**src/rtl/core/bdsi_pkg.sv**
```systemverilog
// Package for the radix digit string to integer core.
// Holds widths, character codes, the reset base and the digit decode function.
// Depends on nothing; every other file of the block uses it.
package bdsi_pkg;

	localparam int CHAR_W  = 8;
	localparam int RADIX_W = 7;
	localparam int VALUE_W = 64;
	localparam int DIGIT_W = 6;

	localparam logic [RADIX_W-1:0] RADIX_RESET   = 7'd10;
	localparam logic [RADIX_W-1:0] RADIX_MIN     = 7'd2;
	localparam logic [RADIX_W-1:0] RADIX_MAX     = 7'd64;
	localparam logic [RADIX_W-1:0] RADIX_ALNUM   = 7'd36;
	localparam logic [RADIX_W-1:0] RADIX_NOCASE  = 7'd38;

	localparam logic [CHAR_W-1:0] CH_DOT     = 8'h2E;
	localparam logic [CHAR_W-1:0] CH_ZERO    = 8'h30;
	localparam logic [CHAR_W-1:0] CH_NINE    = 8'h39;
	localparam logic [CHAR_W-1:0] CH_UPPER_A = 8'h41;
	localparam logic [CHAR_W-1:0] CH_UPPER_Z = 8'h5A;
	localparam logic [CHAR_W-1:0] CH_LOWER_A = 8'h61;

	// Offsets that close the gaps between the digit, upper and lower ranges.
	localparam logic signed [9:0] GAP_UPPER = 10'(int'(CH_UPPER_A) - int'(CH_NINE) - 1);
	localparam logic signed [9:0] GAP_LOWER_NOCASE = 10'(int'(CH_LOWER_A) - int'(CH_NINE) - 1);
	localparam logic signed [9:0] GAP_LOWER_CASE = 10'((int'(CH_LOWER_A) - int'(CH_UPPER_Z) - 1)
		+ (int'(CH_UPPER_A) - int'(CH_NINE) - 1));

	typedef struct packed {
		logic               ok;
		logic [DIGIT_W-1:0] digit;
	} digit_t;

	// Decodes one character into its digit value in base b.
	function automatic digit_t digit_of(input logic [CHAR_W-1:0] ch,
		input logic [RADIX_W-1:0] b);
		logic signed [9:0] c;
		logic              dead;
		digit_t            r;
		c    = signed'({2'b00, ch});
		dead = 1'b0;
		if (ch >= CH_LOWER_A) begin
			if (b <= RADIX_NOCASE) begin
				c = c - GAP_LOWER_NOCASE;
			end else begin
				c = c - GAP_LOWER_CASE;
			end
		end else if (ch > CH_UPPER_Z) begin
			dead = 1'b1;
		end else if (ch >= CH_UPPER_A) begin
			c = c - GAP_UPPER;
		end else if (ch > CH_NINE) begin
			dead = 1'b1;
		end
		if (b > RADIX_ALNUM) begin
			c = c - signed'({2'b00, CH_DOT});
		end else begin
			c = c - signed'({2'b00, CH_ZERO});
		end
		r.ok    = !dead && (c >= 10'sd0) && (c < signed'({3'b000, b}));
		r.digit = c[DIGIT_W-1:0];
		return r;
	endfunction

endpackage

```
**src/rtl/core/bdsi_in_if.sv**
```systemverilog
// Input channel of the digit string core: one character beat per transfer.
// Depends on bdsi_pkg for the field widths.
interface bdsi_in_if;
	logic                          valid;
	logic                          ready;
	logic [bdsi_pkg::CHAR_W-1:0]   char_code;
	logic                          last_char;

	modport source (output valid, output char_code, output last_char, input ready);
	modport sink (input valid, input char_code, input last_char, output ready);
endinterface

```
**src/rtl/core/bdsi_out_if.sv**
```systemverilog
// Output channel of the digit string core: one result beat per string.
// Depends on bdsi_pkg for the field widths.
interface bdsi_out_if;
	logic                          valid;
	logic                          ready;
	logic [bdsi_pkg::VALUE_W-1:0]  value;
	logic                          bad_digit;
	logic                          too_large;

	modport source (output valid, output value, output bad_digit, output too_large,
		input ready);
	modport sink (input valid, input value, input bad_digit, input too_large,
		output ready);
endinterface

```
**src/rtl/core/base_digit_string_to_integer_core.sv**
```systemverilog
// Radix digit string to unsigned 64-bit integer, one character beat per cycle unless the result register stalls.
// A result beat is registered in the result register when the last character leaves the input register.
// The 64x7 multiply-add and overflow check update the accumulator combinationally
// from the input register.
// Reset (arst_n low, asynchronous) sets the base to 10, clears the accumulator,
// both sticky flags and all valid bits; no clearing pass is needed.
module base_digit_string_to_integer_core (
	input  logic                          clk,
	input  logic                          arst_n,
	input  logic                          cfg_wr_en,
	input  logic [bdsi_pkg::RADIX_W-1:0]  cfg_wr_data,
	bdsi_in_if.sink                       in_chan,
	bdsi_out_if.source                    out_chan
);

	localparam int PROD_W = bdsi_pkg::VALUE_W + bdsi_pkg::RADIX_W;

	logic [bdsi_pkg::RADIX_W-1:0] radix_q;

	logic                         valid_s1;
	logic [bdsi_pkg::CHAR_W-1:0]  char_s1;
	logic                         last_s1;

	logic [bdsi_pkg::VALUE_W-1:0] acc_q;
	logic                         err_q;
	logic                         ovf_q;

	logic                         out_valid_q;
	logic [bdsi_pkg::VALUE_W-1:0] out_value_q;
	logic                         out_bad_q;
	logic                         out_large_q;

	logic                         advance;
	logic                         bad_base;
	bdsi_pkg::digit_t             dig;
	logic [PROD_W-1:0]            prod;
	logic [bdsi_pkg::VALUE_W:0]   sum;
	logic                         wrap;
	logic [bdsi_pkg::VALUE_W-1:0] acc_n;
	logic                         err_n;
	logic                         ovf_n;

	// The stage moves on whenever the result register is free or being drained.
	assign advance       = valid_s1 && (!out_valid_q || out_chan.ready);
	assign in_chan.ready = !valid_s1 || advance;

	// Configuration register.
	always_ff @(posedge clk or negedge arst_n) begin
		if (!arst_n) begin
			radix_q <= bdsi_pkg::RADIX_RESET;
		end else if (cfg_wr_en) begin
			radix_q <= cfg_wr_data;
		end
	end

	// Input register.
	always_ff @(posedge clk or negedge arst_n) begin
		if (!arst_n) begin
			valid_s1 <= 1'b0;
		end else if (in_chan.ready) begin
			valid_s1 <= in_chan.valid;
		end
	end

	always_ff @(posedge clk) begin
		if (in_chan.ready && in_chan.valid) begin
			char_s1 <= in_chan.char_code;
			last_s1 <= in_chan.last_char;
		end
	end

	// Digit decode, multiply-add and overflow detection.
	always_comb begin
		bad_base = (radix_q < bdsi_pkg::RADIX_MIN) || (radix_q > bdsi_pkg::RADIX_MAX);
		dig      = bdsi_pkg::digit_of(char_s1, radix_q);
		prod     = acc_q * {{bdsi_pkg::VALUE_W{1'b0}}, radix_q};
		sum      = {1'b0, prod[bdsi_pkg::VALUE_W-1:0]}
			+ {{(bdsi_pkg::VALUE_W + 1 - bdsi_pkg::DIGIT_W){1'b0}}, dig.digit};
		wrap     = (|prod[PROD_W-1:bdsi_pkg::VALUE_W]) || sum[bdsi_pkg::VALUE_W];
		acc_n    = acc_q;
		err_n    = err_q;
		ovf_n    = ovf_q;
		if (!err_q && !ovf_q) begin
			if (bad_base || !dig.ok) begin
				err_n = 1'b1;
			end else if (wrap) begin
				ovf_n = 1'b1;
			end else begin
				acc_n = sum[bdsi_pkg::VALUE_W-1:0];
			end
		end
	end

	// Accumulator and sticky flags; cleared after the last character.
	always_ff @(posedge clk or negedge arst_n) begin
		if (!arst_n) begin
			acc_q <= '0;
			err_q <= 1'b0;
			ovf_q <= 1'b0;
		end else if (advance) begin
			if (last_s1) begin
				acc_q <= '0;
				err_q <= 1'b0;
				ovf_q <= 1'b0;
			end else begin
				acc_q <= acc_n;
				err_q <= err_n;
				ovf_q <= ovf_n;
			end
		end
	end

	// Result register.
	always_ff @(posedge clk or negedge arst_n) begin
		if (!arst_n) begin
			out_valid_q <= 1'b0;
		end else if (advance && last_s1) begin
			out_valid_q <= 1'b1;
		end else if (out_chan.ready) begin
			out_valid_q <= 1'b0;
		end
	end

	always_ff @(posedge clk) begin
		if (advance && last_s1) begin
			out_value_q <= (err_n || ovf_n) ? '0 : acc_n;
			out_bad_q   <= err_n;
			out_large_q <= ovf_n;
		end
	end

	assign out_chan.valid     = out_valid_q;
	assign out_chan.value     = out_value_q;
	assign out_chan.bad_digit = out_bad_q;
	assign out_chan.too_large = out_large_q;

	// The first fault wins, so the two sticky flags never stand together.
	assert property (@(posedge clk) disable iff (!arst_n) !(err_q && ovf_q))
		else $error("both sticky flags set");

	// A faulted string always reports a zero value.
	assert property (@(posedge clk) disable iff (!arst_n)
		out_valid_q && (out_bad_q || out_large_q) |-> out_value_q == '0)
		else $error("faulted result carries a nonzero value");

	// A stalled character stays in the input register unchanged.
	assert property (@(posedge clk) disable iff (!arst_n)
		valid_s1 && !advance |=> valid_s1 && $stable(char_s1) && $stable(last_s1))
		else $error("stalled character lost");

	// State is clear once a last character has been consumed.
	assert property (@(posedge clk) disable iff (!arst_n)
		advance && last_s1 |=> acc_q == '0 && !err_q && !ovf_q)
		else $error("state not cleared after the last character");

endmodule
```
**src/flat_wrapper.sv**
```systemverilog
// flat-port wrapper written by rule: the top's interface ports become plain ports
module base_digit_string_to_integer_core_flat 
  (clk, arst_n, cfg_wr_en, cfg_wr_data, in_chan_valid, in_chan_char_code, in_chan_last_char, in_chan_ready, out_chan_valid, out_chan_value, out_chan_bad_digit, out_chan_too_large, out_chan_ready);
  bdsi_in_if in_chan_i ();
  bdsi_out_if out_chan_i ();
  input  logic clk;
  input  logic arst_n;
  input  logic cfg_wr_en;
  input  logic [bdsi_pkg::RADIX_W-1:0] cfg_wr_data;
  input wire logic [$bits(in_chan_i.valid)-1:0] in_chan_valid;
  input wire logic [$bits(in_chan_i.char_code)-1:0] in_chan_char_code;
  input wire logic [$bits(in_chan_i.last_char)-1:0] in_chan_last_char;
  output wire logic [$bits(in_chan_i.ready)-1:0] in_chan_ready;
  output wire logic [$bits(out_chan_i.valid)-1:0] out_chan_valid;
  output wire logic [$bits(out_chan_i.value)-1:0] out_chan_value;
  output wire logic [$bits(out_chan_i.bad_digit)-1:0] out_chan_bad_digit;
  output wire logic [$bits(out_chan_i.too_large)-1:0] out_chan_too_large;
  input wire logic [$bits(out_chan_i.ready)-1:0] out_chan_ready;
  assign in_chan_i.valid = in_chan_valid;
  assign in_chan_i.char_code = in_chan_char_code;
  assign in_chan_i.last_char = in_chan_last_char;
  assign in_chan_ready = in_chan_i.ready;
  assign out_chan_valid = out_chan_i.valid;
  assign out_chan_value = out_chan_i.value;
  assign out_chan_bad_digit = out_chan_i.bad_digit;
  assign out_chan_too_large = out_chan_i.too_large;
  assign out_chan_i.ready = out_chan_ready;
  base_digit_string_to_integer_core u_core (.clk(clk), .arst_n(arst_n), .cfg_wr_en(cfg_wr_en), .cfg_wr_data(cfg_wr_data), .in_chan(in_chan_i), .out_chan(out_chan_i));
endmodule
```
**config.mk**
```make
export PLATFORM = sky130hd
export DESIGN_NAME = base_digit_string_to_integer_core_flat
export DESIGN_NICKNAME = d
export VERILOG_FILES = /design/src/rtl/core/bdsi_pkg.sv /design/src/rtl/core/bdsi_in_if.sv /design/src/rtl/core/bdsi_out_if.sv /design/src/rtl/core/base_digit_string_to_integer_core.sv /design/src/flat_wrapper.sv
export SDC_FILE = /design/constraint.sdc
export NUM_CORES = 1
export LEC_CHECK = 0
export BUFFER_PORTS_ARGS = -buffer_cell sky130_fd_sc_hd__buf_4
export CELL_PAD_IN_SITES_DETAIL_PLACEMENT = 1
export CELL_PAD_IN_SITES_GLOBAL_PLACEMENT = 1
export CORE_MARGIN = 3
export CORE_UTILIZATION = 35
export DETAILED_ROUTE_END_ITERATION = 10
export PLACE_DENSITY_LB_ADDON = 0.1
export SYNTH_ARGS = -nofsm -noshare
export SYNTH_HDL_FRONTEND = slang
export SYNTH_SLANG_ARGS = --single-unit
```
**constraint.sdc**
```tcl
create_clock -name clk -period 8.7 [get_ports clk]
set_clock_uncertainty 0.15 [all_clocks]
set_input_delay 1.305 -clock clk [delete_from_list [all_inputs] [get_ports clk]]
set_output_delay 1.305 -clock clk [all_outputs]
set_load 0.05 [all_outputs]
```
Word level (Yosys, flattened, before mapping)
Cells that the tools add are included.
{ "totals": {"word_cells": 70, "reg_bits": 150, "ramBits": 0, "mem_count": 0, "latchBits": 0, "input_bits": 21, "mem_bits_ro": 0, "out_inout_bits": 68} }
{ "classes": {"div_mod_pow": 0, "n_reduce_logical": 20, "n_bitwise": 0, "n_addsub": 6, "eq_ne": 0, "n_mux": 22, "multipliers": 1, "order_cmp": 10, "n_shift": 0} }
{ "op_table": {"columns": ["operator", "n"], "rows": [
  ["$mux 64", 4],
  ["$mul 64x7->71", 1],
  ["$add 64x6->65", 1],
  ["$mux 10", 5],
  ["$sub 10x7->10 const B", 2],
  ["$ge 8x7->1 const B", 2],
  ["$mux 1", 13],
  ["$ge 10x1->1 const B", 1],
  ["$lt 10x8->1", 1],
  ["$sub 8x3->9 const B", 1],
  ["$sub 8x4->9 const B", 1],
  ["$sub 8x6->9 const B", 1],
  ["$gt 8x6->1 const B", 1],
  ["$gt 8x7->1 const B", 1],
  ["$gt 7x6->1 const B", 1],
  ["$gt 7x7->1 const B", 1],
  ["$le 7x6->1 const B", 1],
  ["$lt 7x2->1 const B", 1],
  ["$reduce_or 7->1", 1],
  ["$logic_and 1x1->1", 6],
  ["$logic_not 1->1", 6],
  ["$logic_or 1x1->1", 6],
  ["$reduce_bool 2->1", 1]
]} }

Longest topological paths before layout
{ "depth": {"ltp_word": 14, "depth_mapped": 27, "mapped_depth_nobuf": 24} }

Worst setup path after synthesis
Ideal clock, no wire load.
{ "synth_timing": {"path_type": "flip-flop to flip-flop", "start": "register u_core.radix_q[1] in the netlist's numbering", "end": "register u_core.out_value_q, in the netlist u_core.out_chan.value[55], data pin", "setup_ns": 0.266, "stages_incl_launch_ff": 24, "required_ns": 8.284, "arrival_time_ns": 6.560, "path_buffers": 4, "setup_slack_ns": 1.724, "period_less_slack_ns": 6.976, "path_cell_list": "dfstp_2 > clkbuf_1 > clkbuf_1 > and2_1 > fa_1 > fa_1 > fa_1 > inv_1 > fa_1 > inv_1 > ha_1 > buf_2 > and4_1 > and2_4 > a221oi_4 > a21boi_2 > a211oi_1 > xor2_1 > nor4b_2 > nand4_1 > or4_4 > o311ai_4 > clkbuf_1 > nor2_1"} }
{ "synth_via": {"elab_chain_cells": 13, "word_cells_on_any_way": 29, "cone_classes": "3 x add/sub; 1 x mul; 6 x order compare; 11 x mux; 8 x reduce/logical"} }
{ "synth_lines": {"columns": ["element", "line_no", "source"], "rows": [
  ["start, declared", "base_digit_string_to_integer_core.sv:18", "logic [bdsi_pkg::RADIX_W-1:0] radix_q;"],
  ["start signal, assigned", "base_digit_string_to_integer_core.sv:50", "radix_q <= bdsi_pkg::RADIX_RESET;"],
  ["start signal, assigned", "base_digit_string_to_integer_core.sv:52", "radix_q <= cfg_wr_data;"],
  ["branches (longest 13 deep; another with $mul 64x7->71)", null, null],
  ["end signal, assigned", "base_digit_string_to_integer_core.sv:126", "out_value_q <= (err_n || ovf_n) ? '0 : acc_n;"],
  ["end, declared", "base_digit_string_to_integer_core.sv:29", "logic [bdsi_pkg::VALUE_W-1:0] out_value_q;"]
]} }
Several ways; the timed one is not identified.
A chain may end at the register's enable or synchronous reset.

Final worst setup path
{ "layout_timing": {"start": "register u_core.radix_q[1] in the netlist's numbering", "end": "register u_core.acc_q[15] in the netlist's numbering"} }
{ "layout_via": {"elab_chain_cells": 13, "word_cells_on_any_way": 24, "cone_classes": "3 x add/sub; 1 x mul; 6 x order compare; 7 x mux; 7 x reduce/logical"} }
{ "layout_lines": {"columns": ["element", "line_no", "source"], "rows": [
  ["branches (longest 10 deep; another with $mul 64x7->71)", null, null],
  ["$mux 64 (*)", "base_digit_string_to_integer_core.sv:84", "if (bad_base || !dig.ok) begin"],
  ["$mux 64 (*)", "base_digit_string_to_integer_core.sv:83", "if (!err_q && !ovf_q) begin"],
  ["$mux 64 (*)", "base_digit_string_to_integer_core.sv:101", "if (last_s1) begin"],
  ["end signal, assigned", "base_digit_string_to_integer_core.sv:106", "acc_q <= acc_n;"],
  ["end, declared", "base_digit_string_to_integer_core.sv:24", "logic [bdsi_pkg::VALUE_W-1:0] acc_q;"]
]} }
Mark *: on every way between the ends.

==> out/summary.txt <==
result of the run -> finished, final reports clean
minimum period implied by the final worst setup slack -> 8.360 ns
fin nets -> 3088
reported max-cap violation count -> 0
Top-Level Pins -> 89
type of origin of the critical path -> flip-flop
cell repeated most along the worst path -> fa_1
async set-or-reset flop fraction in the synthesized netlist -> 50.00%
largest net degree at the start of global routing -> 44
final max-slew violation count -> 0
smallest setup slack after layout -> 0.3400 ns
vias after detailed routing -> 19220
GRT overflow -> 0
number of fillers in the final layout -> 7796
net count after synthesis -> 3045
power density relative to cell area -> 82.75 nW/um^2
maximum fanout count along the critical path -> 38
drt via density -> 5.445
Die Span Y -> 268.2 microns
class of the most critical hold timing path -> flip-flop to flip-flop
Clock Pin Slew Worst Setup and Hold Paths -> 0.06 ns
Clock Tree Buf Depth -> 2
Port-buffer cells -> 88
DRC errors left -> 0
routed length per placed instance -> 23.62 microns
slowest stage delay, CP -> 0.86 ns
number of search-and-repair iterations in the first detailed-routing pass -> 5
global-route wire length before repair -> 130400 microns
Routability Congestion -> 0.9229
count of nets left with antenna violations after detail routing -> 0
final WL -> 83380 microns
number of buffers inserted by hold repair at cts -> 0
leading cell type in the layout, fill and taps excluded -> and2_1
number of different library cells in the post-synthesis netlist -> 117
Slew @ Worst Pin -> 0.9204 ns
leak pwr -> 11.85 nW
final cell utilization of the core -> 38.94%
die footprint -> 71920 sq um
source-to-sink clock delay at the later pin of the worst-skew pair -> 0.51 ns
post-detailed-placement half-perimeter wirelength -> 65890 microns
number of instances on the worst hold path -> 1
hold violation total from the final report -> 0
share of layout cells above drive strength 1 -> 12.80%
mean instance size in the synthesized netlist -> 9.246 sq um
CTS H-tree depth -> 4
CP Data Arrival Time -> 8.57 ns
top cells by area in the synthesized netlist -> fa_1 26%, and2_1 9.6%, edfxtp_1 9.4%, dfrtp_1 7.6%, ha_1 5.8%
number of warnings printed during yosys synthesis -> 0
sequential element share of the synthesized area -> 17.17%
slowest cell on the critical path -> dfstp_4
floorplan die width -> 268.2 microns
share of the clock period used by the worst path after layout -> 96.09%
post-synthesis to final-layout area growth -> 9.460%
worst supply voltage drop on vdd -> 0.1323 mV
area of the mapped netlist -> 24060 sq um
synthesis-stage register bit count -> 150
number of cells on the worst reg-to-reg path -> 22
TritonCTS clock tree -> built
Tot GR Track Use -> 23.82%
via count of the first global-routing pass -> 21320
number of core rows -> 95
area of the placeable core -> 67630 sq um
number of cells produced by synthesis -> 2602
number of buffers added by the clock tree synthesis step -> 17
RSZ-0062 raised after global routing -> no
Worst Setup End Kind -> flip-flop
cell accounting for the most synthesized area -> fa_1
initial antenna violation count -> 1
Initial Utilization -> 35.57%
number of inserted diodes -> 0
worst slack, placed -> -0.4277 ns
number of sinks handled by clock tree synthesis -> 150
Final Setup Violations -> 0
number of flops mapped to enable cells by yosys -> 75
Starting DRT DRC Count -> 1098
Fmax -> 119.6 MHz
Crit path required time -> 8.91 ns
kind of critical path -> flip-flop to flip-flop
most used cells in the layout excluding fill and tap cells -> 371 x and2_1, 311 x fa_1, 300 x inv_1
share of Yosys cell area claimed by the top area cell type -> 25.88%
leading register cell type out of synthesis -> edfxtp_1
tightest slew margin relative to the limit -> 38.22%
CP Cell Sequence -> buf_12 > and2_1 > fa_1 > fa_1 > fa_1 > inv_1 > fa_1 > inv_1 > ha_1 > nand4_1 > nor4_4 > o2111ai_1 > a21oi_1 > and4b_1 > a21oi_1 > xnor2_1 > nor4b_2 > nand4_1 > o311ai_1 > or3_4 > buf_12 > o2bb2ai_2
Clock Tree Root -> clkbuf_16
-- cell families (layout without fill, tap and decap cells) --
group / count (synthesis) / after routing / synth area share (%)
buf+inv: 434 / 489 / 8.014
fa+ha+maj: 422 / 422 / 31.65
compound gates: 464 / 464 / 15.61
flops: 150 / 150 / 17.17
mux: 13 / 13 / 0.5669
xor+xnor: 116 / 116 / 4.317
simple gates: 1003 / 1003 / 22.66
-- path summary, 6_finish.rpt --
check                                  startpoint           endpoint  slack (ns)
worst max register to register  u_core.radix_q[1]   u_core.acc_q[15]        0.34
worst max-delay path            u_core.radix_q[1]   u_core.acc_q[15]        0.34
min in group asynchronous                  arst_n  u_core.radix_q[4]        0.65
max in group asynchronous                  arst_n   u_core.acc_q[29]        6.67
worst min-delay path                 u_core.err_q       u_core.err_q        0.40
worst min register to register       u_core.err_q       u_core.err_q        0.40
-- through the flow --
step / hold slack (ns) / area (sq um) / power [mW] / TNS [ns] / std cells
6_report: 0.3999 / 26330 / 2.179 / 0 / 3530
2_1_floorplan: 0.3538 / 24060 / 1.206 / 0 / 2602
3_5_place_dp: 0.3793 / 25670 / 1.408 / -42.37 / 3495
4_1_cts: 0.3945 / 26260 / 2.205 / 0 / 3526
3_3_place_gp: 0.3686 / 25670 / 1.396 / -27.78 / 3495
5_1_grt: 0.4263 / 26330 / 2.290 / 0 / 3530
-- power breakdown --
group          total [mW]  internal [mW]  switching [mW]
Sequential          0.835          0.779          0.0552
Clock               0.775          0.417           0.358
Combinational       0.569          0.189           0.381
Total                2.18           1.39           0.794
-- area by class of cell --
type / count / area [sq um] / share of cell area, %
Tap cell: 873 / 1092 / 4.148
Inverter: 301 / 1131 / 4.295
Sequential cell: 150 / 4155 / 15.78
Multi-Input combinational cell: 2018 / 18030 / 68.47
Timing Repair Buffer: 157 / 1361 / 5.169
Clock buffer: 18 / 429.2 / 1.630
Clock inverter: 13 / 135.1 / 0.5131
-- cells in the mapped netlist, types with 5 or more instances --
master / number
a211o_1: 5
a211oi_1: 10
a211oi_2: 6
a21o_1: 26
a21oi_1: 125
a22o_1: 6
a311oi_1: 5
a31oi_1: 10
and2_1: 371
and3_1: 16
and4_1: 11
buf_12: 6
buf_2: 38
buf_4: 11
buf_6: 5
clkbuf_1: 62
dfrtp_1: 73
edfxtp_1: 75
fa_1: 311
ha_1: 111
inv_1: 301
mux2_2: 5
mux2i_1: 8
nand2_1: 231
nand2b_1: 10
nand3_1: 37
nand4_1: 44
nor2_1: 169
nor3_1: 23
nor3b_1: 5
nor4_1: 13
o211a_1: 5
o211ai_1: 16
o21a_1: 15
o21ai_0: 60
o21ai_1: 23
o21bai_1: 16
o2bb2ai_2: 60
o31ai_1: 6
or2_2: 5
or3_1: 13
xnor2_1: 65
xor2_1: 48
-- metal layers --
metal | part of all wire [%] | track usage, %
met5 | 0 | 0
met4 | 2.6 | 7.119
met3 | 3.6 | 3.379
met2 | 48 | 39.78
met1 | 46 | 32.17
-- sequential cells by signal, summed over array words and instances, names as in the netlist --
name                       count
u_core.out_chan.too_large      1
u_core.char_s1                 8
u_core.acc_q                  64
u_core.out_chan.valid          1
u_core.radix_q                 7
u_core.last_s1                 1
u_core.valid_s1                1
u_core.out_chan.value         64
u_core.out_chan.bad_digit      1
u_core.err_q                   1
u_core.ovf_q                   1
-- worst max-delay path, delay by kind of cell, from the launching register on --
kind                       cells  cell delay [ns]
and+or+nand+nor                7             2.40
adders and majority gates      5             2.57
AOI/OAI and AO/OA              5             1.36
xor gates and xnor gates       1             0.16
buffers and inverters          4             0.61
DFF                            1             0.86
-- repair_timing --
item / 4_1_cts / 5_1_grt
buffers inserted: 0 / 4
gates resized for setup: 4 / 6
setup endpoints to repair: 130 / 130
Note: power is estimated with default switching activity, not from simulation.
